**src/rtl/aimd_pkg.sv**
```systemverilog
// Shared types, constants and helpers for the AIMD bitrate adapter.
package aimd_pkg;

    // Field widths
    localparam int VIDEO_W = 20;
    localparam int AUDIO_W = 24;
    localparam int LOSS_W  = 14;
    localparam int DELAY_W = 21;

    // Stream word widths, padded to whole bytes
    localparam int IN_BITS   = VIDEO_W + AUDIO_W + LOSS_W + DELAY_W;
    localparam int IN_DATA_W = ((IN_BITS + 7) / 8) * 8;
    localparam int OUT_BITS   = VIDEO_W + AUDIO_W;
    localparam int OUT_DATA_W = ((OUT_BITS + 7) / 8) * 8;

    // Config port
    localparam int CFG_IDX_W  = 2;
    localparam int CFG_DATA_W = AUDIO_W;

    typedef enum logic [CFG_IDX_W-1:0] {
        CFG_MIN_VIDEO = 2'd0,
        CFG_MAX_VIDEO = 2'd1,
        CFG_MIN_AUDIO = 2'd2,
        CFG_MAX_AUDIO = 2'd3
    } cfg_idx_t;

    // Register reset values
    localparam logic [VIDEO_W-1:0] MIN_VIDEO_RST = 20'd64;
    localparam logic [VIDEO_W-1:0] MAX_VIDEO_RST = 20'd8192;
    localparam logic [AUDIO_W-1:0] MIN_AUDIO_RST = 24'd8000;
    localparam logic [AUDIO_W-1:0] MAX_AUDIO_RST = 24'd256000;

    // Additive steps: video max/40 (cautious step is half of it), audio max/20
    localparam int VSTEP_W = 15;
    localparam int ASTEP_W = 20;
    localparam logic [VSTEP_W-1:0] VSTEP_RST = VSTEP_W'(MAX_VIDEO_RST / 40);
    localparam logic [ASTEP_W-1:0] ASTEP_RST = ASTEP_W'(MAX_AUDIO_RST / 20);

    // Divide by 5 via reciprocal: exact for any 22-bit operand
    localparam int DIV5_IN_W  = 22;
    localparam int DIV5_OUT_W = 20;
    localparam int DIV5_SH    = 25;
    localparam logic [22:0] DIV5_MUL = 23'd6710887;  // ceil(2^25 / 5)

    // Decision thresholds
    localparam logic [LOSS_W-1:0] LOSS_CLEAR_MAX = 14'd200;
    localparam logic [LOSS_W-1:0] LOSS_CONG_MIN  = 14'd500;
    localparam logic [LOSS_W-1:0] LOSS_HEAVY_MIN = 14'd1000;
    localparam logic signed [DELAY_W-1:0] DELAY_CLEAR_MAX = -21'sd100;
    localparam logic signed [DELAY_W-1:0] DELAY_CONG_MIN  = 21'sd500;
    localparam logic signed [DELAY_W-1:0] DELAY_MID_MIN   = 21'sd1000;
    localparam logic signed [DELAY_W-1:0] DELAY_HEAVY_MIN = 21'sd5000;

    // Q16 factors
    localparam int FACT_W = 17;
    localparam logic [FACT_W-1:0] F_100 = 17'd65536;
    localparam logic [FACT_W-1:0] F_095 = 17'd62259;
    localparam logic [FACT_W-1:0] F_085 = 17'd55706;
    localparam logic [FACT_W-1:0] F_070 = 17'd45875;
    localparam logic [FACT_W-1:0] F_050 = 17'd32768;
    localparam int FRAC_W = 16;

    // Live configuration handed to the datapath
    typedef struct packed {
        logic [VIDEO_W-1:0] min_video;
        logic [VIDEO_W-1:0] max_video;
        logic [AUDIO_W-1:0] min_audio;
        logic [AUDIO_W-1:0] max_audio;
        logic [VSTEP_W-1:0] vstep;     // max_video / 40
        logic [ASTEP_W-1:0] astep;     // max_audio / 20
    } cfg_t;

    function automatic logic [DIV5_OUT_W-1:0] div5(input logic [DIV5_IN_W-1:0] x);
        logic [DIV5_IN_W+22:0] p;
        p = {23'b0, x} * {{DIV5_IN_W{1'b0}}, DIV5_MUL};
        return p[DIV5_SH +: DIV5_OUT_W];
    endfunction

endpackage

```
**src/rtl/aimd_bitrate_adapter_top.sv**
```systemverilog
// Top level of the AIMD bitrate adapter: stream ports and three-stage datapath.
// Path from input transaction to output valid: input reg, scale reg, clamp reg.
// Throughput: one report per cycle; each stage holds under back-pressure from m_axis_tready.
// The scale stage has two constant-width multipliers (20x17 and 24x17) in parallel.
// Reset (rst_n, async low) empties the pipeline and loads the default clamp registers.
module aimd_bitrate_adapter_top
    import aimd_pkg::*;
(
    input  logic                  clk,
    input  logic                  rst_n,
    // input report
    input  logic                  s_axis_tvalid,
    output logic                  s_axis_tready,
    // [19:0] video_now_kbps, [43:20] audio_now_bps, [57:44] loss_centipct,
    // [78:58] delay_trend_us, [79] zero pad
    input  logic [IN_DATA_W-1:0]  s_axis_tdata,
    // adapted bitrates
    output logic                  m_axis_tvalid,
    input  logic                  m_axis_tready,
    // [19:0] video_new_kbps, [43:20] audio_new_bps, [47:44] zero pad
    output logic [OUT_DATA_W-1:0] m_axis_tdata,
    // config write port
    input  logic                  cfg_we,
    input  logic [CFG_IDX_W-1:0]  cfg_index,
    input  logic [CFG_DATA_W-1:0] cfg_data
);

    cfg_t cfg;

    aimd_cfg u_cfg (
        .clk       (clk),
        .rst_n     (rst_n),
        .cfg_we    (cfg_we),
        .cfg_index (cfg_index),
        .cfg_data  (cfg_data),
        .cfg       (cfg)
    );

    // ---------------------------------------------------------------
    // Pipeline control: a stage loads when it is empty or the next one
    // moves on. Ready ripples back from the output side.
    // ---------------------------------------------------------------
    logic a_valid_reg, b_valid_reg, c_valid_reg;
    logic a_ready, b_ready, c_ready;

    assign c_ready = !c_valid_reg || m_axis_tready;
    assign b_ready = !b_valid_reg || c_ready;
    assign a_ready = !a_valid_reg || b_ready;

    assign s_axis_tready = a_ready;

    always_ff @(posedge clk or negedge rst_n)
    begin
        if (!rst_n)
        begin
            a_valid_reg <= 1'b0;
            b_valid_reg <= 1'b0;
            c_valid_reg <= 1'b0;
        end
        else
        begin
            if (a_ready) a_valid_reg <= s_axis_tvalid;
            if (b_ready) b_valid_reg <= a_valid_reg;
            if (c_ready) c_valid_reg <= b_valid_reg;
        end
    end

    // ---------------------------------------------------------------
    // Stage A: captured report
    // ---------------------------------------------------------------
    logic        [VIDEO_W-1:0] a_video_reg;
    logic        [AUDIO_W-1:0] a_audio_reg;
    logic        [LOSS_W-1:0]  a_loss_reg;
    logic signed [DELAY_W-1:0] a_delay_reg;

    always_ff @(posedge clk)
    begin
        if (a_ready && s_axis_tvalid)
        begin
            a_video_reg <= s_axis_tdata[0 +: VIDEO_W];
            a_audio_reg <= s_axis_tdata[VIDEO_W +: AUDIO_W];
            a_loss_reg  <= s_axis_tdata[VIDEO_W+AUDIO_W +: LOSS_W];
            a_delay_reg <= s_axis_tdata[VIDEO_W+AUDIO_W+LOSS_W +: DELAY_W];
        end
    end

    // ---------------------------------------------------------------
    // Decision and scaling. Saturating loss to 10000 and delay to
    // +/-1e6 never moves a value across a threshold, so raw inputs
    // are compared directly.
    // ---------------------------------------------------------------
    logic loss_cong, delay_cong, loss_clear, delay_clear;
    logic congested, clear_path, strong_clear;
    logic [FACT_W-1:0] loss_f, delay_f, fact;
    logic [VIDEO_W+FACT_W-1:0] prod_v;
    logic [AUDIO_W+FACT_W-1:0] prod_a;
    logic [VIDEO_W:0] sum_v, b_video_next, b_video_reg;
    logic [AUDIO_W:0] sum_a, b_audio_next, b_audio_reg;
    logic [VSTEP_W-1:0] vstep;

    assign loss_cong    = a_loss_reg > LOSS_CONG_MIN;
    assign delay_cong   = a_delay_reg > DELAY_CONG_MIN;
    assign loss_clear   = a_loss_reg <= LOSS_CLEAR_MAX;
    assign delay_clear  = a_delay_reg < DELAY_CLEAR_MAX;
    assign congested    = loss_cong || delay_cong;
    assign clear_path   = !congested && (loss_clear || delay_clear);
    assign strong_clear = loss_clear && delay_clear;

    always_comb
    begin
        if (a_loss_reg > LOSS_HEAVY_MIN) loss_f = F_070;
        else if (loss_cong)              loss_f = F_085;
        else                             loss_f = F_100;

        if (a_delay_reg > DELAY_HEAVY_MIN)    delay_f = F_050;
        else if (a_delay_reg > DELAY_MID_MIN) delay_f = F_070;
        else if (delay_cong)                  delay_f = F_095;
        else                                  delay_f = F_100;

        // neutral reports hold: factor 1.0 is exact
        if (congested) fact = (loss_f < delay_f) ? loss_f : delay_f;
        else           fact = F_100;
    end

    assign prod_v = {{FACT_W{1'b0}}, a_video_reg} * {{VIDEO_W{1'b0}}, fact};
    assign prod_a = {{FACT_W{1'b0}}, a_audio_reg} * {{AUDIO_W{1'b0}}, fact};

    // cautious step (max/80) is the strong step halved
    assign vstep = strong_clear ? cfg.vstep : (cfg.vstep >> 1);
    assign sum_v = {1'b0, a_video_reg} + (VIDEO_W+1)'(vstep);
    assign sum_a = {1'b0, a_audio_reg} + (AUDIO_W+1)'(cfg.astep);

    always_comb
    begin
        if (clear_path)
        begin
            b_video_next = sum_v;
            b_audio_next = sum_a;
        end
        else
        begin
            b_video_next = prod_v[FRAC_W +: VIDEO_W+1];
            b_audio_next = prod_a[FRAC_W +: AUDIO_W+1];
        end
    end

    always_ff @(posedge clk)
    begin
        if (b_ready && a_valid_reg)
        begin
            b_video_reg <= b_video_next;
            b_audio_reg <= b_audio_next;
        end
    end

    // ---------------------------------------------------------------
    // Clamp: cap at max first, then raise to min (min wins if inverted)
    // ---------------------------------------------------------------
    logic [VIDEO_W:0]   capped_v;
    logic [AUDIO_W:0]   capped_a;
    logic [VIDEO_W-1:0] c_video_next, c_video_reg;
    logic [AUDIO_W-1:0] c_audio_next, c_audio_reg;

    always_comb
    begin
        capped_v = (b_video_reg > {1'b0, cfg.max_video}) ? {1'b0, cfg.max_video}
                                                         : b_video_reg;
        capped_a = (b_audio_reg > {1'b0, cfg.max_audio}) ? {1'b0, cfg.max_audio}
                                                         : b_audio_reg;
        c_video_next = (capped_v < {1'b0, cfg.min_video}) ? cfg.min_video
                                                          : capped_v[VIDEO_W-1:0];
        c_audio_next = (capped_a < {1'b0, cfg.min_audio}) ? cfg.min_audio
                                                          : capped_a[AUDIO_W-1:0];
    end

    always_ff @(posedge clk)
    begin
        if (c_ready && b_valid_reg)
        begin
            c_video_reg <= c_video_next;
            c_audio_reg <= c_audio_next;
        end
    end

    assign m_axis_tvalid = c_valid_reg;
    assign m_axis_tdata  = {{(OUT_DATA_W-OUT_BITS){1'b0}}, c_audio_reg, c_video_reg};

endmodule

```
**src/rtl/aimd_cfg.sv**
```systemverilog
// Configuration registers and precomputed additive steps.
module aimd_cfg
    import aimd_pkg::*;
(
    input  logic                  clk,
    input  logic                  rst_n,
    input  logic                  cfg_we,
    input  logic [CFG_IDX_W-1:0]  cfg_index,
    input  logic [CFG_DATA_W-1:0] cfg_data,
    output cfg_t                  cfg
);

    logic [VIDEO_W-1:0] min_video_reg, max_video_reg;
    logic [AUDIO_W-1:0] min_audio_reg, max_audio_reg;
    logic [VSTEP_W-1:0] vstep_reg;
    logic [ASTEP_W-1:0] astep_reg;

    cfg_idx_t              idx;
    logic [DIV5_IN_W-1:0]  div_in;
    logic [DIV5_OUT_W-1:0] div_out;

    assign idx = cfg_idx_t'(cfg_index);

    // one shared /5: max/40 = (max>>3)/5, max/20 = (max>>2)/5
    always_comb
    begin
        unique case (idx)
            CFG_MAX_VIDEO: div_in = DIV5_IN_W'(cfg_data[VIDEO_W-1:3]);
            CFG_MAX_AUDIO: div_in = cfg_data[AUDIO_W-1:2];
            default:       div_in = '0;
        endcase
    end

    assign div_out = div5(div_in);

    always_ff @(posedge clk or negedge rst_n)
    begin
        if (!rst_n)
        begin
            min_video_reg <= MIN_VIDEO_RST;
            max_video_reg <= MAX_VIDEO_RST;
            min_audio_reg <= MIN_AUDIO_RST;
            max_audio_reg <= MAX_AUDIO_RST;
            vstep_reg     <= VSTEP_RST;
            astep_reg     <= ASTEP_RST;
        end
        else if (cfg_we)
        begin
            unique case (idx)
                CFG_MIN_VIDEO: min_video_reg <= cfg_data[VIDEO_W-1:0];
                CFG_MAX_VIDEO:
                begin
                    max_video_reg <= cfg_data[VIDEO_W-1:0];
                    vstep_reg     <= div_out[VSTEP_W-1:0];
                end
                CFG_MIN_AUDIO: min_audio_reg <= cfg_data;
                CFG_MAX_AUDIO:
                begin
                    max_audio_reg <= cfg_data;
                    astep_reg     <= div_out[ASTEP_W-1:0];
                end
            endcase
        end
    end

    assign cfg.min_video = min_video_reg;
    assign cfg.max_video = max_video_reg;
    assign cfg.min_audio = min_audio_reg;
    assign cfg.max_audio = max_audio_reg;
    assign cfg.vstep     = vstep_reg;
    assign cfg.astep     = astep_reg;

endmodule

```
**config.mk**
```make
export PLATFORM = sky130hd
export DESIGN_NAME = aimd_bitrate_adapter_top
export DESIGN_NICKNAME = d
export VERILOG_FILES = /design/src/rtl/aimd_pkg.sv /design/src/rtl/aimd_bitrate_adapter_top.sv /design/src/rtl/aimd_cfg.sv
export SDC_FILE = /design/constraint.sdc
export NUM_CORES = 2
export LEC_CHECK = 0
export ABC_AREA = 1
export CAP_MARGIN = 30
export CORE_UTILIZATION = 40
export CTS_CLUSTER_SIZE = 10
export DETAILED_ROUTE_END_ITERATION = 8
export DONT_BUFFER_PORTS = 1
export RECOVER_POWER = 25
export SKIP_CTS_REPAIR_TIMING = 1
export SLEW_MARGIN = 10
export SYNTH_ARGS = -nofsm -noshare
export SYNTH_HDL_FRONTEND = slang
export SYNTH_SLANG_ARGS = --single-unit
```
**constraint.sdc**
```tcl
create_clock -name clk -period 23.2 [get_ports clk]
set_clock_uncertainty 0.2 [all_clocks]
set_input_delay 5.8 -clock clk [delete_from_list [all_inputs] [get_ports clk]]
set_output_delay 5.8 -clock clk [all_outputs]
set_load 0.005 [all_outputs]
```
==> impl_metrics.toml <==
[timing]
layout_setup_ws_ns = 9.86
setup_viol = 0
slew_headroom_pct = 23.7
setup_tns_ns = 0
post-route-min-period_ns = 13.34
finalHoldViolCount = 0
drv_slew = 0
rsz0062_at_grt = "false"
worst_slew_pin_slew_ns = 1.15
fmax_mhz = 75.0
finalCritPeriodShare_pct = 57.5

[synthesis]
yosys.area.top_type = "fa_1"
ys_ff_latch = 295
synthCells = 4918
yosys_warnings = 0
synth_area_leaders = "fa_1 (28%), ha_1 (18%), edfxtp_1 (12%), inv_1 (11%), dfrtp_1 (6.1%)"
synth_edf_count = 169
netlist_top_cells_count = "inv_1 (1214), nand2_1 (699), ha_1 (633), fa_1 (608), nor2_1 (398)"
synthArstFlopShare_pct = 42.7
synthMostInstantiatedCell = "inv_1"
ys_types = 57
synth_top_area_share_pct = 28.2
syn_area_mm2 = 0.0431
syn_avg_cell_area_um2 = 8.77
ys_seq_area_share_pct = 19.1
synth_ff_type = "edfxtp_1"

[drt]
drcViolationCount = 0
dr.first_iter.drc_count = 1991
routedWlPerCell_um = 18.7
wirelength_um = 119000
dr.pass1.iters = 5
drtAntennaViolNets = 0
post_drt_via_cell_ratio = 5.02
vias = 31800

[global_route]
globalRoute.totalOverflow = 0
grt_util_all_layers_pct = 22.4
antenna_found_initial = 3
grt_start_max_net_pins = 127
grt_pass1_vias = 33100
grt_pass1_wl_um = 187000

[worst_setup_path]
path_class = "in2reg"
slowest_stage = "o22ai_1"
endpoint_kind = "flip-flop"
critical_path.most_common_cell = "fa_1"
cp_num_buf_inv = 4
crit_path_start_kind = "primary input"
max_stage_delay_ns = 0.83
critPathArrivalTime_ns = 13.57
worstPathMaxFanout = 18
crit_required_ns = 23.43
cp_top_family = "adder cells"

[placement]
dp_slack_ns = 9.31
dp.cells = 6255
hpwl_um = 102000
place_congestion = 0.939
io_buffers = 0

[cts]
clkTransAtPathRegs_ns = 0.05
cts_root_buf = "clkbuf_16"
clkSinkCount = 295
htree_levels = 2
cts_buffers = 41
clk_path_buf_depth = 3
worstSkewPairLatency_ns = 0.61
cts_tree = "yes"

[layout]
num_antenna_cells = 0
fin_cells = 6333
n_fill_cell = 10600
syn2layout_area_growth_pct = 7.07
drive_above_1_share_pct = 3.61
fin_nets = 6250
largest_reg_flops = 25

[outcome]
outcome = "finished, final reports clean"

[floorplanning]
fp-row-count = 120
pin_count = 161
die_height_um = 330
coreArea_mm2 = 0.107
dieArea_mm2 = 0.109
start_util_pct = 40.3
fp.dieW_um = 330

[job]
cap_violations = 0

[min_path]
hold_class = "reg2reg"
## cell type report
type / count / area [µm²] / share of cell area (%)
Multi-Input combinational cell: 3316 / 30000 / 64.9
Sequential cell: 295 / 8250 / 17.9
Inverter: 1222 / 4590 / 9.94
Tap cell: 1403 / 1760 / 3.80
Clock buffer: 63 / 1210 / 2.63
Timing Repair Buffer: 22 / 231 / 0.502
Clock inverter: 12 / 149 / 0.323
## metal layers
metal	vias up	track usage, %	routed length [µm]
met3	157	3.68	7570
met2	866	35.7	52900
met1	15400	31.5	54800
li1	15300	-	-
met4	2	5.94	3340
met5	-	0	20
## worst reg2reg max path: cells and delay by family, from the launching register on
| kind | cells | cell delay [ns] |
|---|---|---|
| flip-flops | 1 | 0.32 |
| buffers and inverters | 7 | 0.83 |
| AND/OR/NAND/NOR | 8 | 1.40 |
| XOR/XNOR | 1 | 0.16 |
| AO/OA/AOI/OAI | 9 | 2.21 |
| adder cells (fa/ha/maj) | 8 | 3.69 |
## placed cells by master (no fill, tap or decap), drive strengths merged, types with 94 or more instances in the layout
cell / n
edfxtp: 169
a21oi: 216
nor2: 405
ha: 633
nand2: 724
dfrtp: 105
fa: 608
o21ai: 341
nand3: 94
inv: 1222
## logic make-up after synthesis
family                   count (synthesis)  synth area share, %
AND/OR/NAND/NOR                       1335                 12.9
other                                    1              0.00870
flip-flops                             295                 19.1
XOR/XNOR                                71                 1.44
AO/OA/AOI/OAI                          665                 8.41
buffers and inverters                 1310                 11.4
adder cells (fa/ha/maj)               1241                 46.6
## final timing paths
| check | startpoint | slack, ns | depth (start not counted) | endpoint |
|---|---|---|---|---|
| max | cfg_index[0] | 9.86 | 25 | u_cfg.vstep_reg[13] |
| min reg2reg | u_cfg.vstep_reg[3] | 0.28 | 2 | u_cfg.vstep_reg[3] |
| min | u_cfg.vstep_reg[3] | 0.28 | 2 | u_cfg.vstep_reg[3] |
| min in group asynchronous | rst_n | 4.71 | 0 | u_cfg.max_video_reg[10] |
| max reg2reg | a_loss_reg[7] | 14.11 | 33 | b_audio_reg[5] |
| max in group asynchronous | rst_n | 17.82 | 0 | u_cfg.vstep_reg[3] |
## per-stage QoR
stage / utilization (%) / cell area (µm²) / hold WS (ns)
after floorplan: - / 43100 / 0.233
after global placement: 41.8 / 44700 / 0.268
after detailed placement: 41.9 / 44800 / 0.273
after CTS: 43.1 / 46100 / 0.283
after global routing: 43.2 / 46200 / 0.301
final: 43.2 / 46200 / 0.281
Power is not shown: default switching activity piles up to over one toggle a cycle in this logic, so the estimate is an artifact.
